--- src/prmd_pkg.sv ---
// Package for the paged ROM memory map decoder.
// Holds target codes, address map constants, config indexes and the shared structs.
// No dependencies.
package prmd_pkg;

    // Default count of sideways banks fitted
    localparam int NUM_BANKS_DEF = 16;

    // Field widths
    localparam int ADDR_W   = 16;
    localparam int DATA_W   = 8;
    localparam int BANK_W   = 4;
    localparam int CNT_W    = 4;
    localparam int OFF_W    = 4;
    localparam int EXTRA_W  = 2;
    localparam int CFG_IDX_W  = 1;
    localparam int CFG_DATA_W = 16;

    // Configuration register indexes
    localparam logic [CFG_IDX_W-1:0] CFG_ALL_ROMS_WRITABLE = 1'b0;
    localparam logic [CFG_IDX_W-1:0] CFG_BANK_RAM_MASK     = 1'b1;

    // Access kind
    localparam logic CMD_READ  = 1'b0;
    localparam logic CMD_WRITE = 1'b1;

    // Address map
    localparam logic [ADDR_W-1:0] A_PAGED   = 16'h8000;
    localparam logic [ADDR_W-1:0] A_OS      = 16'hc000;
    localparam logic [ADDR_W-1:0] A_IO      = 16'hfc00;
    localparam logic [ADDR_W-1:0] A_HIGH    = 16'hff00;
    localparam logic [ADDR_W-1:0] A_CRTC    = 16'hfe00;
    localparam logic [ADDR_W-1:0] A_VULA    = 16'hfe20;
    localparam logic [ADDR_W-1:0] A_BANKSEL = 16'hfe30;
    localparam logic [ADDR_W-1:0] A_SYSVIA  = 16'hfe40;
    localparam logic [ADDR_W-1:0] A_USERVIA = 16'hfe60;
    localparam logic [ADDR_W-1:0] A_DISC    = 16'hfe80;
    localparam logic [ADDR_W-1:0] A_ECONET  = 16'hfea0;
    localparam logic [ADDR_W-1:0] A_ADC     = 16'hfec0;
    localparam logic [ADDR_W-1:0] A_TUBE    = 16'hfee0;

    // Byte returned by the econet and tube slots
    localparam logic [DATA_W-1:0] EMPTY_BYTE = 8'hfe;

    // Bank selected after reset
    localparam logic [BANK_W-1:0] BANK_RESET = 4'd15;

    typedef enum logic [3:0] {
        TGT_FLAT     = 4'd0,
        TGT_SIDEWAYS = 4'd1,
        TGT_SYSVIA   = 4'd2,
        TGT_USERVIA  = 4'd3,
        TGT_CRTC     = 4'd4,
        TGT_VULA     = 4'd5,
        TGT_DISC     = 4'd6,
        TGT_ADC      = 4'd7,
        TGT_NONE     = 4'd8,
        TGT_BANKSEL  = 4'd9
    } target_t;

    // Architectural state carried from one transaction to the next
    typedef struct packed {
        logic [BANK_W-1:0] paged_bank;
        logic [CNT_W-1:0]  read_io_count;
        logic [CNT_W-1:0]  write_io_count;
        logic              paged_area_dirty;
        logic              swram_dirty;
    } prmd_state_t;

    // Decoded result of one access
    typedef struct packed {
        target_t            target;
        logic [ADDR_W-1:0]  mem_address;
        logic [BANK_W-1:0]  bank;
        logic [OFF_W-1:0]   dev_offset;
        logic               write_enable;
        logic [DATA_W-1:0]  read_constant;
        logic [EXTRA_W-1:0] extra_cycles;
        logic               sideways_ram_dirty;
    } prmd_result_t;

endpackage

--- src/prmd_decode.sv ---
// Combinational address decoder for one processor access.
// Produces the decoded result and the next architectural state.
// Depends on prmd_pkg.
module prmd_decode #(
    parameter int NUM_BANKS = prmd_pkg::NUM_BANKS_DEF
) (
    input  logic                           cmd,
    input  logic [prmd_pkg::ADDR_W-1:0]    address,
    input  logic [prmd_pkg::DATA_W-1:0]    write_data,
    input  logic                           all_roms_writable,
    input  logic [NUM_BANKS-1:0]           bank_ram_mask,
    input  prmd_pkg::prmd_state_t          cur,
    output prmd_pkg::prmd_state_t          nxt,
    output prmd_pkg::prmd_result_t         res
);
    import prmd_pkg::*;

    localparam int BANK_IDX_W = (NUM_BANKS > 1) ? $clog2(NUM_BANKS) : 1;

    logic                 wr;
    logic                 present;
    logic                 ram;
    logic                 io_space;
    logic [CNT_W-1:0]     cnt_inc;
    logic [BANK_W-1:0]    new_bank;
    target_t              tgt;

    assign wr       = (cmd == CMD_WRITE);
    assign present  = ({1'b0, cur.paged_bank} < (BANK_W+1)'(NUM_BANKS));
    assign ram      = present && bank_ram_mask[cur.paged_bank[BANK_IDX_W-1:0]];
    assign io_space = (address >= A_IO) && (address < A_HIGH);
    assign cnt_inc  = (wr ? cur.write_io_count : cur.read_io_count) + CNT_W'(1);
    assign new_bank = write_data[BANK_W-1:0];

    always_comb
    begin
        nxt = cur;
        tgt = TGT_FLAT;
        res = '0;

        if (address < A_PAGED)
        begin
            res.mem_address  = address;
            res.write_enable = wr;
        end
        else if (address < A_OS)
        begin
            tgt = TGT_SIDEWAYS;
            res.mem_address = address - A_PAGED;
            if (wr && present && (all_roms_writable || ram))
            begin
                res.write_enable     = 1'b1;
                nxt.paged_area_dirty = 1'b1;
                if (ram)
                begin
                    nxt.swram_dirty = 1'b1;
                end
            end
        end
        else if (!wr && !io_space)
        begin
            // ROM read: plain memory, no wait states
            res.mem_address = address;
        end
        else
        begin
            // Every write from 0xc000 up and every I/O read is charged
            if (wr)
            begin
                nxt.write_io_count = cnt_inc;
            end
            else
            begin
                nxt.read_io_count = cnt_inc;
            end
            res.extra_cycles = cnt_inc[CNT_W-1] ? EXTRA_W'(2) : EXTRA_W'(1);

            if (!io_space)
            begin
                // ROM write: flat target, write dropped
                res.mem_address = address;
            end
            else
            begin
                tgt = TGT_NONE;
                priority if (address[15:4] == A_SYSVIA[15:4]
                             || address[15:4] == A_SYSVIA[15:4] + 12'd1)
                begin
                    tgt = TGT_SYSVIA;
                    res.dev_offset = address[3:0];
                end
                else if (address[15:4] == A_USERVIA[15:4]
                         || address[15:4] == A_USERVIA[15:4] + 12'd1)
                begin
                    tgt = TGT_USERVIA;
                    res.dev_offset = address[3:0];
                end
                else if (address[15:3] == A_CRTC[15:3])
                begin
                    tgt = TGT_CRTC;
                    res.dev_offset = {1'b0, address[2:0]};
                end
                else if (address[15:4] == A_VULA[15:4])
                begin
                    tgt = TGT_VULA;
                    res.dev_offset = address[3:0];
                end
                else if (address[15:5] == A_DISC[15:5])
                begin
                    tgt = TGT_DISC;
                    res.dev_offset = {1'b0, address[2:0]};
                end
                else if (address[15:5] == A_ADC[15:5])
                begin
                    tgt = TGT_ADC;
                    res.dev_offset = address[3:0];
                end
                else if (wr && address == A_BANKSEL)
                begin
                    tgt = TGT_BANKSEL;
                    // Reselecting the same bank keeps the dirty mark
                    if (new_bank != cur.paged_bank)
                    begin
                        nxt.paged_bank       = new_bank;
                        nxt.paged_area_dirty = 1'b0;
                    end
                end
                else if (!wr && (address[15:5] == A_ECONET[15:5]
                                 || address[15:5] == A_TUBE[15:5]))
                begin
                    res.read_constant = EMPTY_BYTE;
                end
                else
                begin
                    tgt = TGT_NONE;
                end
                res.write_enable = wr && (tgt != TGT_NONE);
            end
        end

        res.target             = tgt;
        res.bank               = nxt.paged_bank;
        res.sideways_ram_dirty = nxt.swram_dirty;
    end

endmodule

--- src/paged_rom_memory_map_decoder.sv ---
// An accepted transaction moves from the input register into the result register,
// from which the master side takes it. Throughput: one per cycle unless the master stalls.
// Backpressure on the master side stalls the input register, then the slave side.
// Reset (rst_n low, async): bank 15 paged in, I/O counters and dirty flags cleared,
// all_roms_writable 0, bank_ram_mask all ones, both pipeline stages empty.
// Top level of the paged ROM memory map decoder; depends on prmd_pkg, prmd_decode.
module paged_rom_memory_map_decoder #(
    parameter int NUM_BANKS = prmd_pkg::NUM_BANKS_DEF
) (
    input  logic                             clk,
    input  logic                             rst_n,

    // Configuration write port
    input  logic                             cfg_we,
    input  logic [prmd_pkg::CFG_IDX_W-1:0]   cfg_index,
    input  logic [prmd_pkg::CFG_DATA_W-1:0]  cfg_data,

    // Access stream in
    input  logic                             s_axis_tvalid,
    output logic                             s_axis_tready,
    input  logic [23:0]                      s_axis_tdata,  // [15:0] address, [23:16] write_data
    input  logic                             s_axis_tuser,  // [0] cmd

    // Decoded result stream out
    output logic                             m_axis_tvalid,
    input  logic                             m_axis_tready,
    // [15:0] mem_address, [19:16] bank, [23:20] dev_offset, [24] write_enable,
    // [32:25] read_constant, [34:33] extra_cycles, [35] sideways_ram_dirty, [39:36] zero
    output logic [39:0]                      m_axis_tdata,
    output logic [3:0]                       m_axis_tuser   // [3:0] target
);
    import prmd_pkg::*;

    // Configuration registers; only fitted banks keep a mask bit
    logic                  all_roms_writable_reg;
    logic [NUM_BANKS-1:0]  bank_ram_mask_reg;

    // Architectural state
    prmd_state_t           state_reg;
    prmd_state_t           state_next;

    // Input stage
    logic                  in_valid_reg;
    logic                  in_cmd_reg;
    logic [ADDR_W-1:0]     in_addr_reg;
    logic [DATA_W-1:0]     in_data_reg;

    // Result stage
    logic                  out_valid_reg;
    prmd_result_t          out_reg;
    prmd_result_t          res_next;

    logic                  out_free;
    logic                  advance;

    // Result register can take a new transaction when empty or draining this cycle
    assign out_free      = !out_valid_reg || m_axis_tready;
    assign advance       = in_valid_reg && out_free;
    assign s_axis_tready = !in_valid_reg || out_free;

    always_ff @(posedge clk or negedge rst_n)
    begin
        if (!rst_n)
        begin
            all_roms_writable_reg <= 1'b0;
            bank_ram_mask_reg     <= '1;
        end
        else if (cfg_we)
        begin
            unique case (cfg_index)
                CFG_ALL_ROMS_WRITABLE: all_roms_writable_reg <= cfg_data[0];
                CFG_BANK_RAM_MASK:     bank_ram_mask_reg     <= cfg_data[NUM_BANKS-1:0];
                default:               all_roms_writable_reg <= all_roms_writable_reg;
            endcase
        end
    end

    // Input register
    always_ff @(posedge clk or negedge rst_n)
    begin
        if (!rst_n)
        begin
            in_valid_reg <= 1'b0;
        end
        else if (s_axis_tready)
        begin
            in_valid_reg <= s_axis_tvalid;
        end
    end

    always_ff @(posedge clk)
    begin
        if (s_axis_tready && s_axis_tvalid)
        begin
            in_cmd_reg  <= s_axis_tuser;
            in_addr_reg <= s_axis_tdata[15:0];
            in_data_reg <= s_axis_tdata[23:16];
        end
    end

    prmd_decode #(
        .NUM_BANKS (NUM_BANKS)
    ) u_decode (
        .cmd               (in_cmd_reg),
        .address           (in_addr_reg),
        .write_data        (in_data_reg),
        .all_roms_writable (all_roms_writable_reg),
        .bank_ram_mask     (bank_ram_mask_reg),
        .cur               (state_reg),
        .nxt               (state_next),
        .res               (res_next)
    );

    // State commits only when the transaction moves into the result register
    always_ff @(posedge clk or negedge rst_n)
    begin
        if (!rst_n)
        begin
            state_reg.paged_bank       <= BANK_RESET;
            state_reg.read_io_count    <= '0;
            state_reg.write_io_count   <= '0;
            state_reg.paged_area_dirty <= 1'b0;
            state_reg.swram_dirty      <= 1'b0;
        end
        else if (advance)
        begin
            state_reg <= state_next;
        end
    end

    // Result register
    always_ff @(posedge clk or negedge rst_n)
    begin
        if (!rst_n)
        begin
            out_valid_reg <= 1'b0;
        end
        else if (out_free)
        begin
            out_valid_reg <= in_valid_reg;
        end
    end

    always_ff @(posedge clk)
    begin
        if (advance)
        begin
            out_reg <= res_next;
        end
    end

    assign m_axis_tvalid = out_valid_reg;
    assign m_axis_tuser  = out_reg.target;
    assign m_axis_tdata  = {4'b0000,
                            out_reg.sideways_ram_dirty,
                            out_reg.extra_cycles,
                            out_reg.read_constant,
                            out_reg.write_enable,
                            out_reg.dev_offset,
                            out_reg.bank,
                            out_reg.mem_address};

`ifndef SYNTH
    // A waiting input transaction is never dropped
    assert property (@(posedge clk) disable iff (!rst_n)
        in_valid_reg && !out_free |=> in_valid_reg)
        else $error("input stage lost a transaction");

    // Bank select write lands in the bank register
    assert property (@(posedge clk) disable iff (!rst_n)
        advance && in_cmd_reg == CMD_WRITE && in_addr_reg == A_BANKSEL
        |=> state_reg.paged_bank == $past(in_data_reg[BANK_W-1:0]))
        else $error("bank select write not applied");

    // Sideways RAM dirty flag is sticky
    assert property (@(posedge clk) disable iff (!rst_n)
        state_reg.swram_dirty |=> state_reg.swram_dirty)
        else $error("swram dirty flag cleared");

    // The extra_cycles field never holds its top code; empty slots never accept writes
    assert property (@(posedge clk) disable iff (!rst_n)
        out_valid_reg |-> out_reg.extra_cycles != EXTRA_W'(3)
                          && !(out_reg.target == TGT_NONE && out_reg.write_enable))
        else $error("bad extra cycles or write to empty slot");
`endif

endmodule

--- config.mk ---
export PLATFORM = sky130hd
export DESIGN_NAME = paged_rom_memory_map_decoder
export DESIGN_NICKNAME = d
export VERILOG_FILES = /design/src/prmd_pkg.sv /design/src/prmd_decode.sv /design/src/paged_rom_memory_map_decoder.sv
export SDC_FILE = /design/constraint.sdc
export NUM_CORES = 1
export LEC_CHECK = 0
export BUFFER_PORTS_ARGS = -buffer_cell sky130_fd_sc_hd__clkbuf_2
export CAP_MARGIN = 40
export CORE_MARGIN = 3
export CORE_UTILIZATION = 57
export DETAILED_ROUTE_END_ITERATION = 6
export GPL_TIMING_DRIVEN = 0
export PLACE_DENSITY = 0.94
export SETUP_SLACK_MARGIN = 0.4
export SYNTH_ARGS = -nofsm -noshare
export SYNTH_HDL_FRONTEND = slang
export SYNTH_SLANG_ARGS = --single-unit
--- constraint.sdc ---
create_clock -name clk -period 3.7 [get_ports clk]
set_input_delay 0.74 -clock clk [delete_from_list [all_inputs] [get_ports clk]]
set_output_delay 0.74 -clock clk [all_outputs]
set_load 0.1 [all_outputs]
# Word level (Yosys, flattened, before mapping)

Index checks and enable logic that the tools add are counted.

Bits in registers: 94
Word-level logic and storage cells: 152
Output and inout bits: 46
Bits of input ports: 47

Add/subtract/negate cells: 2
Reductions and logical operators: 29
Equal/unequal tests: 21
Mux-type cells: 68
$lt $le $gt $ge: 5
Bitwise operators: 6

Operators by type and width:

| cell                                                      | number |
|---|---|
| 2-to-1 mux 4 bit                                          | 28 |
| 2-to-1 mux 16 bit                                         | 4 |
| 2-to-1 mux 8 bit                                          | 8 |
| equality test 12 bit, second input constant               | 5 |
| < comparator 16 bit, second input constant                | 3 |
| equality test 11 bit, second input constant               | 4 |
| 2-to-1 mux 1 bit                                          | 20 |
| equality test 16 bit, second input constant               | 1 |
| greater-or-equal comparator 16 bit, second input constant | 1 |
| subtractor 16 bit, second input constant                  | 1 |
| 2-to-1 mux 14 bit                                         | 1 |
| != test 2 x 1 -> 1 bit, second input constant             | 7 |
| equality test 13 bit, second input constant               | 1 |
| 2-to-1 mux 13 bit                                         | 1 |
| AND reduction 13 bit                                      | 1 |
| 2-to-1 mux 12 bit                                         | 1 |
| 2-to-1 mux 11 bit                                         | 1 |
| OR reduction 11 bit                                       | 1 |
| AND reduction 5 bit                                       | 2 |
| 2-to-1 mux 9 bit                                          | 1 |
| logical AND 1 bit                                         | 8 |
| logical OR 1 bit                                          | 6 |
| NOT 1 bit                                                 | 6 |
| nonzero test 2 bit                                        | 3 |
| other kinds (11)                                          | 16 |

# Depth between registers and ports, before layout

Gate-level depths: netlist of run 1.

Depth in word-level cells: 19
Mapped depth: 6
Depth with buffers taken out: 5

# Cells and area by module

From an unflattened synthesis of run 1, not the netlist that was laid out.

Cells, all modules: 267
Area total of the unflattened synthesis: 4,274.1 um2

By module, submodules not included:

| module                       | cells an instance | seq. area each (um2) | area an instance (um2) | instances |
|---|---|---|---|---|
| paged_rom_memory_map_decoder | 145               | 2,802.7              | 3,319.4                | 1 |
| prmd_decode                  | 122               | 0.0                  | 954.7                  | 1 |

# Worst setup path before layout of run 1

OpenSTA, ideal clock, no wires.

Kind: register to register
Start point: reg out_valid_reg (netlist: m_axis_tvalid)
End point: reg in_addr_reg[0] (enable)
Arrival time: 2.662 ns
Stages on the path, launching flop included: 3
Data required time: 3.353 ns
Path slack: 0.691 ns
Buffers on the path: 0
Clock period less this slack: 3.009 ns
Setup time: 0.347 ns
Path through: dfrtp_1 -> nand3b_1 -> and2_1

Word-level cells in the longest chain between the ends: 4

Ends and longest elaborated chain:

| item                     | line                                | RTL |
|---|---|---|
| start: declaration       | paged_rom_memory_map_decoder.sv:49  | `logic out_valid_reg;` |
| start signal: assignment | paged_rom_memory_map_decoder.sv:140 | `out_valid_reg <= in_valid_reg;` |
| logical NOT 1 bit        | paged_rom_memory_map_decoder.sv:57  | `assign out_free = !out_valid_reg \|\| m_axis_tready;` |
| logical OR 1 bit         | paged_rom_memory_map_decoder.sv:57  |  |
| logical OR 1 bit         | paged_rom_memory_map_decoder.sv:59  | `assign s_axis_tready = !in_valid_reg \|\| out_free;` |
| net s_axis_tready        | paged_rom_memory_map_decoder.sv:20  | `output logic s_axis_tready,` |
| logical AND 1 bit        | paged_rom_memory_map_decoder.sv:93  | `if (s_axis_tready && s_axis_tvalid)` |
| end signal: assignment   | paged_rom_memory_map_decoder.sv:96  | `in_addr_reg <= s_axis_tdata[15:0];` |
| end: declaration         | paged_rom_memory_map_decoder.sv:45  | `logic [ADDR_W-1:0] in_addr_reg;` |

The timed path passes the listed nets, and every way through them passes these cells.
A chain may end at the register's enable or synchronous reset.

# Worst setup path in the final report of run 1

Start point: in m_axis_tready
End point: reg state_reg[9] (netlist bit)

Word-level cells in the longest chain between the ends: 3

Ends and longest elaborated chain:

| item                                 | line                                | RTL |
|---|---|---|
| start: declaration                   | paged_rom_memory_map_decoder.sv:26  | `input logic m_axis_tready,` |
| logical OR 1 bit                     | paged_rom_memory_map_decoder.sv:57  |  |
| logical AND 1 bit                    | paged_rom_memory_map_decoder.sv:58  | `assign advance = in_valid_reg && out_free;` |
| net advance                          | paged_rom_memory_map_decoder.sv:54  | `logic advance;` |
| AND reduction 5 bit (no source line) | n/a                                 |  |
| end signal: assignment               | paged_rom_memory_map_decoder.sv:127 | `state_reg <= state_next;` |
| end: declaration                     | paged_rom_memory_map_decoder.sv:39  | `prmd_state_t state_reg;` |

The timed path passes the listed nets, and every way through them passes these cells.

==> run_summary.xml, run 1 <==
<?xml version="1.0" encoding="UTF-8"?>
<metrics>
  <group name="clock_network">
    <metric name="cts_setup_buffers" unit="">0</metric>
    <metric name="cts_tree" unit="">yes</metric>
    <metric name="clk_root_buffer_cell" unit="">clkbuf_8</metric>
    <metric name="cts_buffers" unit="">9</metric>
    <metric name="cts_htree_levels" unit="">3</metric>
    <metric name="cts.repair.resized" unit="">0</metric>
    <metric name="clock_insertion_delay_worst_skew" unit="ns">0.35</metric>
    <metric name="clock-sinks" unit="">86</metric>
    <metric name="clk_pin_slew_worst_paths" unit="ns">0.08</metric>
    <metric name="maximum_root_to_sink_buffer_count" unit="">2</metric>
    <metric name="holdBufCountCts" unit="">0</metric>
  </group>
  <group name="setup_path">
    <metric name="crit_path_start_kind" unit="">input pin</metric>
    <metric name="crit_type" unit="">in -&gt; reg</metric>
    <metric name="worstRegToRegCells" unit="">5</metric>
    <metric name="crit_arrival" unit="ns">2.57</metric>
    <metric name="maximum_fanout_along_the_worst_path" unit="">41</metric>
    <metric name="critical_path.endpoint_type" unit="">register</metric>
    <metric name="worst_path_max_delay_cell" unit="">buf_2</metric>
    <metric name="critPathTopFamily" unit="">buffers and inverters</metric>
    <metric name="cp.buffers_inverters" unit="">2</metric>
    <metric name="cp_data_required_time" unit="ns">3.94</metric>
    <metric name="largest_stage_delay_on_the_critical_path" unit="ns">0.67</metric>
    <metric name="crit_cells" unit="">6</metric>
    <metric name="crit_chain" unit="">clkbuf_2, nand2b_1, and2_1, buf_2, nor3b_2, mux2_2</metric>
  </group>
  <group name="detailed_routing">
    <metric name="drc" unit="">0</metric>
    <metric name="drt_wl_total" unit="microns">6700</metric>
    <metric name="drt_iter0_drc" unit="">203</metric>
    <metric name="route.vias.total" unit="">2210</metric>
    <metric name="final_antenna_net_count" unit="">0</metric>
    <metric name="post_drt_via_cell_ratio" unit="">5.36</metric>
    <metric name="routed_wire_length_per_instance" unit="microns">16.3</metric>
    <metric name="first_pass_iters" unit="">4</metric>
  </group>
  <group name="logic_synthesis">
    <metric name="synth-simple-area-share" unit="%">10.4</metric>
    <metric name="synthDominantCellAreaShare" unit="%">44.6</metric>
    <metric name="xor_and_xnor_fraction_of_the_mapped_netlist_area" unit="%">0.964</metric>
    <metric name="netlist_instances" unit="">233</metric>
    <metric name="total_standard_cell_area_after_synthesis" unit="sq um">3630</metric>
    <metric name="synth.yosys.seq_area_share" unit="%">67.4</metric>
    <metric name="synth-adder-area-share" unit="%">0.344</metric>
    <metric name="netlist.top_cell.by_area" unit="">edfxtp_1</metric>
    <metric name="combinational_family_with_the_most_area_after_synthesis" unit="">multiplexers</metric>
    <metric name="synthesis.area_per_instance" unit="sq um">15.6</metric>
    <metric name="ys_ff_latch" unit="">86</metric>
    <metric name="synthMuxAreaShare" unit="%">13.5</metric>
    <metric name="synth_compound_area_share" unit="%">3.44</metric>
    <metric name="post_synth_main_area_contributors" unit="">edfxtp_1 (45%), dfstp_2 (14%), dfrtp_1 (8.3%)</metric>
    <metric name="synthesis.yosys.warnings" unit="">0</metric>
    <metric name="synth.distinct_cells" unit="">47</metric>
    <metric name="synth_edf_count" unit="">54</metric>
    <metric name="synth-async-reset-ratio" unit="%">37.2</metric>
    <metric name="top_flip_flop_cell_by_instance_count_after_synthesis" unit="">edfxtp_1</metric>
  </group>
  <group name="global_route">
    <metric name="total_overflow_reported_by_the_global_router" unit="">0</metric>
    <metric name="global_route.peak_usage_layer" unit="">met2</metric>
    <metric name="antenna_found_initial" unit="">0</metric>
    <metric name="grt_start_max_net_pins" unit="">42</metric>
    <metric name="gr-usage-met1" unit="%">23.6</metric>
    <metric name="gr_met3_demand_resource" unit="%">5.76</metric>
    <metric name="first_pass_grt_wire_length" unit="microns">10700</metric>
    <metric name="gr-usage-met2" unit="%">33.0</metric>
    <metric name="grt.total_usage" unit="%">19.6</metric>
    <metric name="first_global_vias" unit="">2153</metric>
  </group>
  <group name="die">
    <metric name="dieHeight" unit="microns">85.8</metric>
    <metric name="fp.dieW" unit="microns">85.8</metric>
    <metric name="placementRows" unit="">28</metric>
    <metric name="design.portCount" unit="">93</metric>
    <metric name="fp.dieArea" unit="sq um">7370</metric>
    <metric name="starting_utilization_of_the_core_area" unit="%">60.0</metric>
    <metric name="floorplan.core_area" unit="sq um">6060</metric>
  </group>
  <group name="timing">
    <metric name="worst_pin_slew" unit="ns">0.874</metric>
    <metric name="setup-tns-final" unit="ns">0</metric>
    <metric name="min_period_over_period" unit="%">62.9</metric>
    <metric name="setup_repair_after_global_routing_missed_its_margin" unit="">no</metric>
    <metric name="finalClockSkew" unit="ns">0.00704</metric>
    <metric name="maximum_frequency_from_static_timing_analysis" unit="MHz">430</metric>
    <metric name="time_the_worst_path_needs_with_i_o_delays_and_setup" unit="ns">2.33</metric>
    <metric name="report.final.hold_viol_count" unit="">0</metric>
    <metric name="timing.max_slew.rel_slack" unit="%">41.7</metric>
    <metric name="total_count_of_max_transition_violations_in_the_final_report" unit="">0</metric>
    <metric name="finalHoldWorstSlack" unit="ns">0.453</metric>
    <metric name="setup_viol_count_final" unit="">0</metric>
  </group>
  <group name="layout">
    <metric name="layout_cells_sized_above_1" unit="%">44.8</metric>
    <metric name="fin_nets" unit="">380</metric>
    <metric name="n_antenna_cell" unit="">0</metric>
    <metric name="leading_cell_types_in_the_layout_fill_and_taps_excluded" unit="">clkbuf_2 (83), edfxtp_1 (54), and2_1 (22), mux2_1 (22), dfstp_2 (20)</metric>
    <metric name="largest_reg_flops" unit="">29</metric>
    <metric name="area.growth.synth_to_final" unit="%">20.0</metric>
    <metric name="layout.cells.most_common" unit="">clkbuf_2</metric>
    <metric name="final_cells" unit="">412</metric>
  </group>
  <group name="run">
    <metric name="drv_cap" unit="">0</metric>
  </group>
  <group name="min_path">
    <metric name="hp-class" unit="">in -&gt; async</metric>
  </group>
  <group name="placement">
    <metric name="dp_cells" unit="">396</metric>
    <metric name="place.gp.congestion" unit="">0.870</metric>
    <metric name="place.port_buffers" unit="">83</metric>
    <metric name="detailedPlacementHpwl" unit="microns">4950</metric>
  </group>
  <group name="power">
    <metric name="power.total" unit="mW">2.28</metric>
    <metric name="worst_ir_drop_vdd" unit="mV">0.405</metric>
    <metric name="power_leakage" unit="nW">1.87</metric>
    <metric name="power.density_cell_area" unit="nW/um^2">522</metric>
  </group>
  <group name="run_status">
    <metric name="outcome" unit="">completed</metric>
  </group>
</metrics>
metrics by stage:
stage / area [sq um] / setup WS [ns] / util, %
global route: 4360 / 1.26 / 72.0
finish: 4360 / 1.37 / 72.0
detailed placement: 4170 / 0.953 / 68.8
floorplan: 3650 / 0.691 / -
global placement: 4160 / 1.00 / 68.6
CTS: 4360 / 1.34 / 72.0
per-layer routing:
| metal | up-vias | share of wire [%] |
|---|---|---|
| li1 | 1028 | - |
| met1 | 1095 | 38 |
| met2 | 75 | 53 |
| met3 | 12 | 6.4 |
| met4 | 0 | 2.6 |
| met5 | - | 0 |
worst register-to-register path: cells and delay by family (launching register included):
kind	cells	cell delay, ns
buffers and inverters	1	0.67
flip-flops	1	0.41
multiplexers	1	0.38
AND/OR/NAND/NOR	3	0.68
final cells by class:
cell class | count | area, sq um
clock inverters | 7 | 65.1
clock buffers | 9 | 124
inverters | 7 | 26.3
fillers | 377 | 1700
repair buffers | 84 | 430
flip-flops and latches | 86 | 2450
well taps | 75 | 93.8
plain buffers | 17 | 115
multi-input cells | 127 | 1060
where the power goes:
group	internal, mW	switching (mW)	total [mW]
clock network	0.307	0.323	0.629
logic	0.108	0.350	0.458
registers	1.14	0.0464	1.19
cells in the mapped netlist (2+ instances only):
cell and instances:
edfxtp_1 54, and2_1 22, mux2_1 22, dfstp_2 20, dfrtp_1 12, buf_4 11, nand2_1 10, mux2i_1 7
inv_1 6, mux2_2 6, nor2b_1 6, mux2_4 4, nand2b_1 4, nor2_1 4, clkbuf_1 3, nand3_1 3
xnor2_1 3, a21oi_1 2, a221oi_1 2, a31oi_1 2, and3_1 2, buf_2 2, mux4_2 2
path summary, 6_finish.rpt:
kind | from | end | slack, ns
setup / recovery | m_axis_tready | state_reg[9] | 1.37
hold / removal | rst_n | state_reg[8] | 0.45
setup reg to reg | m_axis_tvalid | state_reg[9] | 1.46
hold reg to reg | state_reg[6] | state_reg[6] | 0.48
max in group asynchronous | rst_n | state_reg[3] | 2.76
min in group clk | state_reg[6] | state_reg[6] | 0.48
cells by family (layout without fill, tap and decap cells):
| family | count (synthesis) | in the layout |
|---|---|---|
| compound gates | 16 | 16 |
| xor+xnor | 4 | 4 |
| other cells | 1 | 5 |
| buf+inv | 24 | 124 |
| fa+ha+maj | 1 | 1 |
| flops | 86 | 86 |
| mux | 41 | 41 |
| simple gates | 60 | 60 |
(Power assumes the default switching activity.)
==> inputs of run 2 (changes only) <==
--- a/config.mk
+++ b/config.mk
@@ -8,10 +8,10 @@
 export BUFFER_PORTS_ARGS = -buffer_cell sky130_fd_sc_hd__clkbuf_2
 export CAP_MARGIN = 40
 export CORE_MARGIN = 3
-export CORE_UTILIZATION = 57
+export CORE_UTILIZATION = 47
 export DETAILED_ROUTE_END_ITERATION = 6
 export GPL_TIMING_DRIVEN = 0
-export PLACE_DENSITY = 0.94
+export PLACE_DENSITY = 0.84
 export SETUP_SLACK_MARGIN = 0.4
 export SYNTH_ARGS = -nofsm -noshare
 export SYNTH_HDL_FRONTEND = slang
==> constraint.sdc (replaced) <==
create_clock -name clk -period 2.07 [get_ports clk]
set_input_delay 0.414 -clock clk [delete_from_list [all_inputs] [get_ports clk]]
set_output_delay 0.414 -clock clk [all_outputs]
set_load 0.1 [all_outputs]
==> run 2 against run 1 <==
The flow now finishes with violations (setup timing); worst setup slack worse by 1.4 ns; routed wire length is 29% higher; register-to-register slack worse by 1.5 ns; combinational power is 120% higher; hold slack worse by 0.31 ns; die area is 20% higher; sequential cell count stayed put; power is 90% higher; global-route usage is 1.0 points lower; cell count is 11% higher; first-iteration DRC count is 59% higher; non-clock buffer count is 20 higher; critical path type is now reg -> reg; largest cell class unchanged; highest routed layer unchanged.
==> run_summary.xml, run 2 (synthesized netlist as in run 1, its figures left out) <==
<?xml version="1.0" encoding="UTF-8"?>
<metrics>
  <group name="run_status">
    <metric name="outcome" unit="">finished, violations left</metric>
    <metric name="violations_in_the_final_reports" unit="">setup timing</metric>
  </group>
  <group name="power">
    <metric name="power.total" unit="mW">4.33</metric>
    <metric name="worst_ir_drop_vdd" unit="mV">0.406</metric>
    <metric name="power_leakage" unit="nW">2.21</metric>
    <metric name="power.density_cell_area" unit="nW/um^2">854</metric>
  </group>
  <group name="timing">
    <metric name="total_count_of_max_transition_violations_in_the_final_report" unit="">0</metric>
    <metric name="finalClockSkew" unit="ns">0.0159</metric>
    <metric name="timing.max_slew.rel_slack" unit="%">45.3</metric>
    <metric name="setup_ws" unit="ns">-0.00360</metric>
    <metric name="worst_pin_slew" unit="ns">0.820</metric>
    <metric name="setup_viol_count_final" unit="">1</metric>
    <metric name="report.final.hold_viol_count" unit="">0</metric>
    <metric name="setup-tns-final" unit="ns">-0.00360</metric>
    <metric name="setup_repair_after_global_routing_missed_its_margin" unit="">yes</metric>
    <metric name="time_the_worst_path_needs_with_i_o_delays_and_setup" unit="ns">2.07</metric>
    <metric name="maximum_frequency_from_static_timing_analysis" unit="MHz">482</metric>
    <metric name="min_period_over_period" unit="%">100</metric>
    <metric name="finalHoldWorstSlack" unit="ns">0.147</metric>
  </group>
  <group name="setup_path">
    <metric name="crit_type" unit="">reg -&gt; reg</metric>
    <metric name="ff2ff_setup_slack" unit="ns">-0.004</metric>
    <metric name="crit_arrival" unit="ns">2.18</metric>
    <metric name="critical_path.endpoint_type" unit="">register</metric>
    <metric name="reg2reg_from" unit="">state_reg[10]</metric>
    <metric name="cp_data_required_time" unit="ns">2.17</metric>
    <metric name="crit_path_start_kind" unit="">register</metric>
    <metric name="maximum_fanout_along_the_worst_path" unit="">6</metric>
    <metric name="worstRegToRegCells" unit="">5</metric>
    <metric name="reg2reg_to" unit="">m_axis_tdata[24]</metric>
  </group>
  <group name="die">
    <metric name="placementRows" unit="">31</metric>
    <metric name="floorplan.core_area" unit="sq um">7370</metric>
    <metric name="fp.dieW" unit="microns">93.9</metric>
    <metric name="starting_utilization_of_the_core_area" unit="%">49.3</metric>
    <metric name="fp.dieArea" unit="sq um">8820</metric>
    <metric name="dieHeight" unit="microns">93.9</metric>
    <metric name="design.portCount" unit="">93</metric>
  </group>
  <group name="min_path">
    <metric name="hp-class" unit="">in -&gt; async</metric>
  </group>
  <group name="detailed_routing">
    <metric name="final_antenna_net_count" unit="">0</metric>
    <metric name="routed_wire_length_per_instance" unit="microns">19.0</metric>
    <metric name="route.vias.total" unit="">2372</metric>
    <metric name="drc" unit="">0</metric>
    <metric name="drt_iter0_drc" unit="">322</metric>
    <metric name="drt_wl_total" unit="microns">8660</metric>
    <metric name="first_pass_iters" unit="">4</metric>
    <metric name="post_drt_via_cell_ratio" unit="">5.20</metric>
  </group>
  <group name="clock_network">
    <metric name="maximum_root_to_sink_buffer_count" unit="">2</metric>
    <metric name="clk_pin_slew_worst_paths" unit="ns">0.09</metric>
    <metric name="cts_htree_levels" unit="">3</metric>
    <metric name="clock-sinks" unit="">86</metric>
    <metric name="cts_buffers" unit="">9</metric>
    <metric name="clock_insertion_delay_worst_skew" unit="ns">0.35</metric>
    <metric name="cts_tree" unit="">yes</metric>
    <metric name="clk_root_buffer_cell" unit="">clkbuf_8</metric>
  </group>
  <group name="layout">
    <metric name="layout.cells.most_common" unit="">clkbuf_2</metric>
    <metric name="n_antenna_cell" unit="">0</metric>
    <metric name="fillCellCount" unit="">480</metric>
    <metric name="layout_cells_sized_above_1" unit="%">57.1</metric>
    <metric name="fin_nets" unit="">400</metric>
    <metric name="final_cells" unit="">456</metric>
    <metric name="area.growth.synth_to_final" unit="%">39.6</metric>
    <metric name="largest_reg_flops" unit="">29</metric>
    <metric name="leading_cell_types_in_the_layout_fill_and_taps_excluded" unit="">clkbuf_2 (74), edfxtp_1 (54), buf_4 (20), dfstp_2 (20), mux2_1 (19)</metric>
  </group>
  <group name="placement">
    <metric name="place.gp.congestion" unit="">0.825</metric>
    <metric name="place.port_buffers" unit="">83</metric>
    <metric name="dp_cells" unit="">419</metric>
    <metric name="detailedPlacementHpwl" unit="microns">4840</metric>
    <metric name="dpl_worst_slack" unit="ns">-0.0259</metric>
  </group>
  <group name="global_route">
    <metric name="antenna_found_initial" unit="">0</metric>
    <metric name="first_global_vias" unit="">2438</metric>
    <metric name="total_overflow_reported_by_the_global_router" unit="">0</metric>
    <metric name="first_pass_grt_wire_length" unit="microns">12200</metric>
    <metric name="grt_start_max_net_pins" unit="">33</metric>
    <metric name="grt.total_usage" unit="%">18.5</metric>
  </group>
  <group name="run">
    <metric name="drv_cap" unit="">0</metric>
  </group>
</metrics>
## run 2: cell count changes in the layout (fill, tap and decap cells not counted), moves of 3 or more
cell,before,now
mux2i_1,7,4
buf_4,11,20
mux2_1,22,19
clkbuf_2,83,74
mux2_4,4,11
and2_4,0,17
and2_1,22,5
mux2_2,6,2
clkbuf_16,0,8
clkinv_2,4,1
buf_12,0,10
## run 2: per-layer routing
layer | wire length [microns] | vias up | share of wire [%] | global-route usage [%]
met5 | 0 | - | 0 | 0
li1 | - | 1082 | - | -
met3 | 483 | 22 | 5.6 | 3.21
met1 | 3400 | 1162 | 39 | 22.0
met4 | 225 | 0 | 2.6 | 8.18
met2 | 4550 | 106 | 53 | 32.8
## run 2: cell type report
cell class                      count  area, sq um  share of cell area, %
Buffer                             17          234                   4.61
Clock buffer                       11          141                   2.79
Clock inverter                      5         58.8                   1.16
Inverter                            7         26.3                  0.518
Multi-Input combinational cell    127         1210                   23.9
Sequential cell                    86         2450                   48.3
Tap cell                           99          124                   2.44
Timing Repair Buffer              104          825                   16.3
## run 2: how the worst max path moves through the flow
stage / start / end / cells past startpoint
5_1_grt: state_reg[10] / m_axis_tdata[24] / 5
6_report: state_reg[10] / m_axis_tdata[24] / 5
4_1_cts: state_reg[10] / m_axis_tdata[24] / 5
3_5_place_dp: state_reg[10] / m_axis_tdata[24] / 5
2_1_floorplan: m_axis_tvalid / in_addr_reg[0] / 2
3_3_place_gp: state_reg[10] / m_axis_tdata[24] / 5
## run 2: power by group
part | internal [mW] | total [mW] | switching (mW)
combinational | 0.330 | 1.00 | 0.674
sequential | 2.04 | 2.14 | 0.101
clock | 0.591 | 1.19 | 0.594
total | 2.96 | 4.33 | 1.37
## run 2: worst max-delay path, stage by stage, from the launching register on
cell,delay (ns)
dfstp_2,0.53
buf_6,0.12
mux4_2,0.51
a22oi_2,0.21
a31oi_1,0.11
o41a_1,0.34
## run 2: what timing repair did
item | 4_1_cts | 5_1_grt
buffers inserted | 13 | 4
pin swaps | 9 | 15
setup endpoints to repair | 34 | 45
resized for setup | 39 | 29
gates cloned | 2 | 2
hold buffers | 0 | 0
## run 2: per-stage QoR
step	cell area, sq um	util (%)
6_report	5070	68.8
2_1_floorplan	3760	-
3_5_place_dp	4300	58.4
3_3_place_gp	4300	58.4
5_1_grt	5070	68.8
4_1_cts	4910	66.6
==> inputs of run 3 (changes only) <==
--- a/config.mk
+++ b/config.mk
@@ -10,7 +10,6 @@
 export CORE_MARGIN = 3
 export CORE_UTILIZATION = 47
 export DETAILED_ROUTE_END_ITERATION = 6
-export GPL_TIMING_DRIVEN = 0
 export PLACE_DENSITY = 0.84
 export SETUP_SLACK_MARGIN = 0.4
 export SYNTH_ARGS = -nofsm -noshare
==> constraint.sdc (replaced) <==
create_clock -name clk -period 2.07 [get_ports clk]
set_input_delay 0.207 -clock clk [delete_from_list [all_inputs] [get_ports clk]]
set_output_delay 0.207 -clock clk [all_outputs]
set_load 0.1 [all_outputs]
==> run 3 against run 2 <==
The run now ends clean; highest routed layer unchanged; hold slack lost 0.12 ns; cell count fell by 2.4%; via count is 6.5% lower; routed wire length decreased by 18%; register-to-register slack improved by 0.04 ns; utilization fell by 5.2 points; sequential cell count did not move; global-route usage decreased by 2.6 points; worst setup slack better by 0.041 ns.
==> run_summary.xml, run 3 (synthesized netlist as in run 1, its figures left out) <==
<?xml version="1.0" encoding="UTF-8"?>
<metrics>
  <group name="run_status">
    <metric name="outcome" unit="">completed</metric>
  </group>
  <group name="setup_path">
    <metric name="crit_path_start_kind" unit="">register</metric>
    <metric name="cp.buffers_inverters" unit="">0</metric>
    <metric name="critical_path.endpoint_type" unit="">register</metric>
    <metric name="largest_stage_delay_on_the_critical_path" unit="ns">0.59</metric>
    <metric name="crit_type" unit="">reg -&gt; reg</metric>
    <metric name="critPathTopFamily" unit="">compound AO/OA/AOI/OAI gates</metric>
    <metric name="worstSetupStartpoint" unit="">state_reg[10]</metric>
    <metric name="crit_chain" unit="">mux4_2, a22oi_2, a31oi_1, o41a_1</metric>
    <metric name="worst_path_max_delay_cell" unit="">dfstp_2</metric>
    <metric name="crit_arrival" unit="ns">2.13</metric>
    <metric name="maximum_fanout_along_the_worst_path" unit="">3</metric>
    <metric name="cp_data_required_time" unit="ns">2.17</metric>
    <metric name="reg2reg_from" unit="">state_reg[10]</metric>
  </group>
  <group name="global_route">
    <metric name="grt_start_max_net_pins" unit="">33</metric>
    <metric name="grt.total_usage" unit="%">16.0</metric>
    <metric name="first_pass_grt_wire_length" unit="microns">10700</metric>
    <metric name="total_overflow_reported_by_the_global_router" unit="">0</metric>
    <metric name="antenna_found_initial" unit="">0</metric>
    <metric name="first_global_vias" unit="">2234</metric>
  </group>
  <group name="clock_network">
    <metric name="maximum_root_to_sink_buffer_count" unit="">2</metric>
    <metric name="clock-sinks" unit="">86</metric>
    <metric name="clk_pin_slew_worst_paths" unit="ns">0.08</metric>
    <metric name="cts_tree" unit="">yes</metric>
    <metric name="clock_insertion_delay_worst_skew" unit="ns">0.35</metric>
    <metric name="clk_root_buffer_cell" unit="">clkbuf_8</metric>
    <metric name="cts_buffers" unit="">9</metric>
    <metric name="cts_htree_levels" unit="">3</metric>
  </group>
  <group name="die">
    <metric name="starting_utilization_of_the_core_area" unit="%">49.3</metric>
    <metric name="fp.dieArea" unit="sq um">8820</metric>
    <metric name="fp.dieW" unit="microns">93.9</metric>
    <metric name="design.portCount" unit="">93</metric>
    <metric name="dieHeight" unit="microns">93.9</metric>
    <metric name="placementRows" unit="">31</metric>
    <metric name="floorplan.core_area" unit="sq um">7370</metric>
  </group>
  <group name="timing">
    <metric name="maximum_frequency_from_static_timing_analysis" unit="MHz">492</metric>
    <metric name="worst_pin_slew" unit="ns">0.798</metric>
    <metric name="finalHoldWorstSlack" unit="ns">0.0310</metric>
    <metric name="report.final.hold_viol_count" unit="">0</metric>
    <metric name="min_period_over_period" unit="%">98.2</metric>
    <metric name="time_the_worst_path_needs_with_i_o_delays_and_setup" unit="ns">2.03</metric>
    <metric name="finalClockSkew" unit="ns">0.00855</metric>
    <metric name="timing.max_slew.rel_slack" unit="%">46.8</metric>
    <metric name="total_count_of_max_transition_violations_in_the_final_report" unit="">0</metric>
    <metric name="setup_viol_count_final" unit="">0</metric>
    <metric name="setup_repair_after_global_routing_missed_its_margin" unit="">yes</metric>
    <metric name="setup_ws" unit="ns">0.0371</metric>
  </group>
  <group name="layout">
    <metric name="postLayoutCoreUtil" unit="%">63.7</metric>
    <metric name="layout_cells_sized_above_1" unit="%">52.6</metric>
    <metric name="area.growth.synth_to_final" unit="%">29.1</metric>
    <metric name="fin_nets" unit="">389</metric>
    <metric name="layout.cells.most_common" unit="">clkbuf_2</metric>
    <metric name="n_antenna_cell" unit="">0</metric>
    <metric name="leading_cell_types_in_the_layout_fill_and_taps_excluded" unit="">clkbuf_2 (82), edfxtp_1 (54), and2_1 (20), dfstp_2 (20), buf_4 (20)</metric>
    <metric name="largest_reg_flops" unit="">29</metric>
  </group>
  <group name="min_path">
    <metric name="hp-class" unit="">in -&gt; reg</metric>
    <metric name="hold_start" unit="">s_axis_tdata[7]</metric>
  </group>
  <group name="detailed_routing">
    <metric name="routed_wire_length_per_instance" unit="microns">16.0</metric>
    <metric name="drc" unit="">0</metric>
    <metric name="route.vias.total" unit="">2218</metric>
    <metric name="drt_wl_total" unit="microns">7110</metric>
    <metric name="drt_iter0_drc" unit="">104</metric>
    <metric name="final_antenna_net_count" unit="">0</metric>
    <metric name="post_drt_via_cell_ratio" unit="">4.98</metric>
    <metric name="first_pass_iters" unit="">4</metric>
  </group>
  <group name="power">
    <metric name="power_leakage" unit="nW">2.01</metric>
    <metric name="power.density_cell_area" unit="nW/um^2">950</metric>
    <metric name="worst_ir_drop_vdd" unit="mV">0.370</metric>
  </group>
  <group name="placement">
    <metric name="place.port_buffers" unit="">83</metric>
    <metric name="detailedPlacementHpwl" unit="microns">4550</metric>
    <metric name="dpl_worst_slack" unit="ns">0.0934</metric>
    <metric name="place.gp.congestion" unit="">0.793</metric>
  </group>
  <group name="run">
    <metric name="drv_cap" unit="">0</metric>
  </group>
</metrics>
run 3: path summary, 6_finish.rpt:
kind	to	cells after the start	slack [ns]
worst max-delay path	m_axis_tdata[24]	4	0.04
worst min register to register	state_reg[4]	1	0.49
worst max register to register	m_axis_tdata[24]	4	0.04
worst min-delay path	in_addr_reg[7]	1	0.03
max in group asynchronous	m_axis_tvalid	2	1.01
min in group asynchronous	state_reg[8]	2	0.48
run 3: where the power goes:
part | total [mW] | internal, mW | switching [mW]
Sequential | 2.14 | 2.04 | 0.0947
Clock | 1.41 | 0.832 | 0.577
Combinational | 0.909 | 0.250 | 0.659
Total | 4.46 | 3.12 | 1.33
run 3: what timing repair did:
action,4_1_cts,5_1_grt
endpoints found under the hold margin,12,0
resized for setup,6,25
endpoints found under the setup margin,16,16
buffers inserted,9,12
pin swaps,6,10
hold buffers,1,0
run 3: per-layer routing:
metal / global-route usage, % / routed length, microns
met2: 26.8 / 3730
met4: 6.26 / 133
met3: 4.73 / 298
met5: 0 / 0
met1: 19.4 / 2950
run 3: per-stage QoR:
stage          instance area (sq um)  power [mW]  setup TNS, ns  std cells
3_3_place_gp                    4130        2.95              0        407
6_report                        4690        4.46              0        445
4_1_cts                         4490        4.38              0        433
3_5_place_dp                    4130        2.97              0        407
2_1_floorplan                   3690        2.82          -3.50        237
5_1_grt                         4690        4.62        -0.0160        445
run 3: area by class of cell:
class                           instances  area, sq um
Sequential cell                        86         2450
Inverter                                7         26.3
Multi-Input combinational cell        127         1200
Tap cell                               99          124
Clock buffer                           10          138
Clock inverter                          6          109
Fill cell                             534         2680
Timing Repair Buffer                  110          643
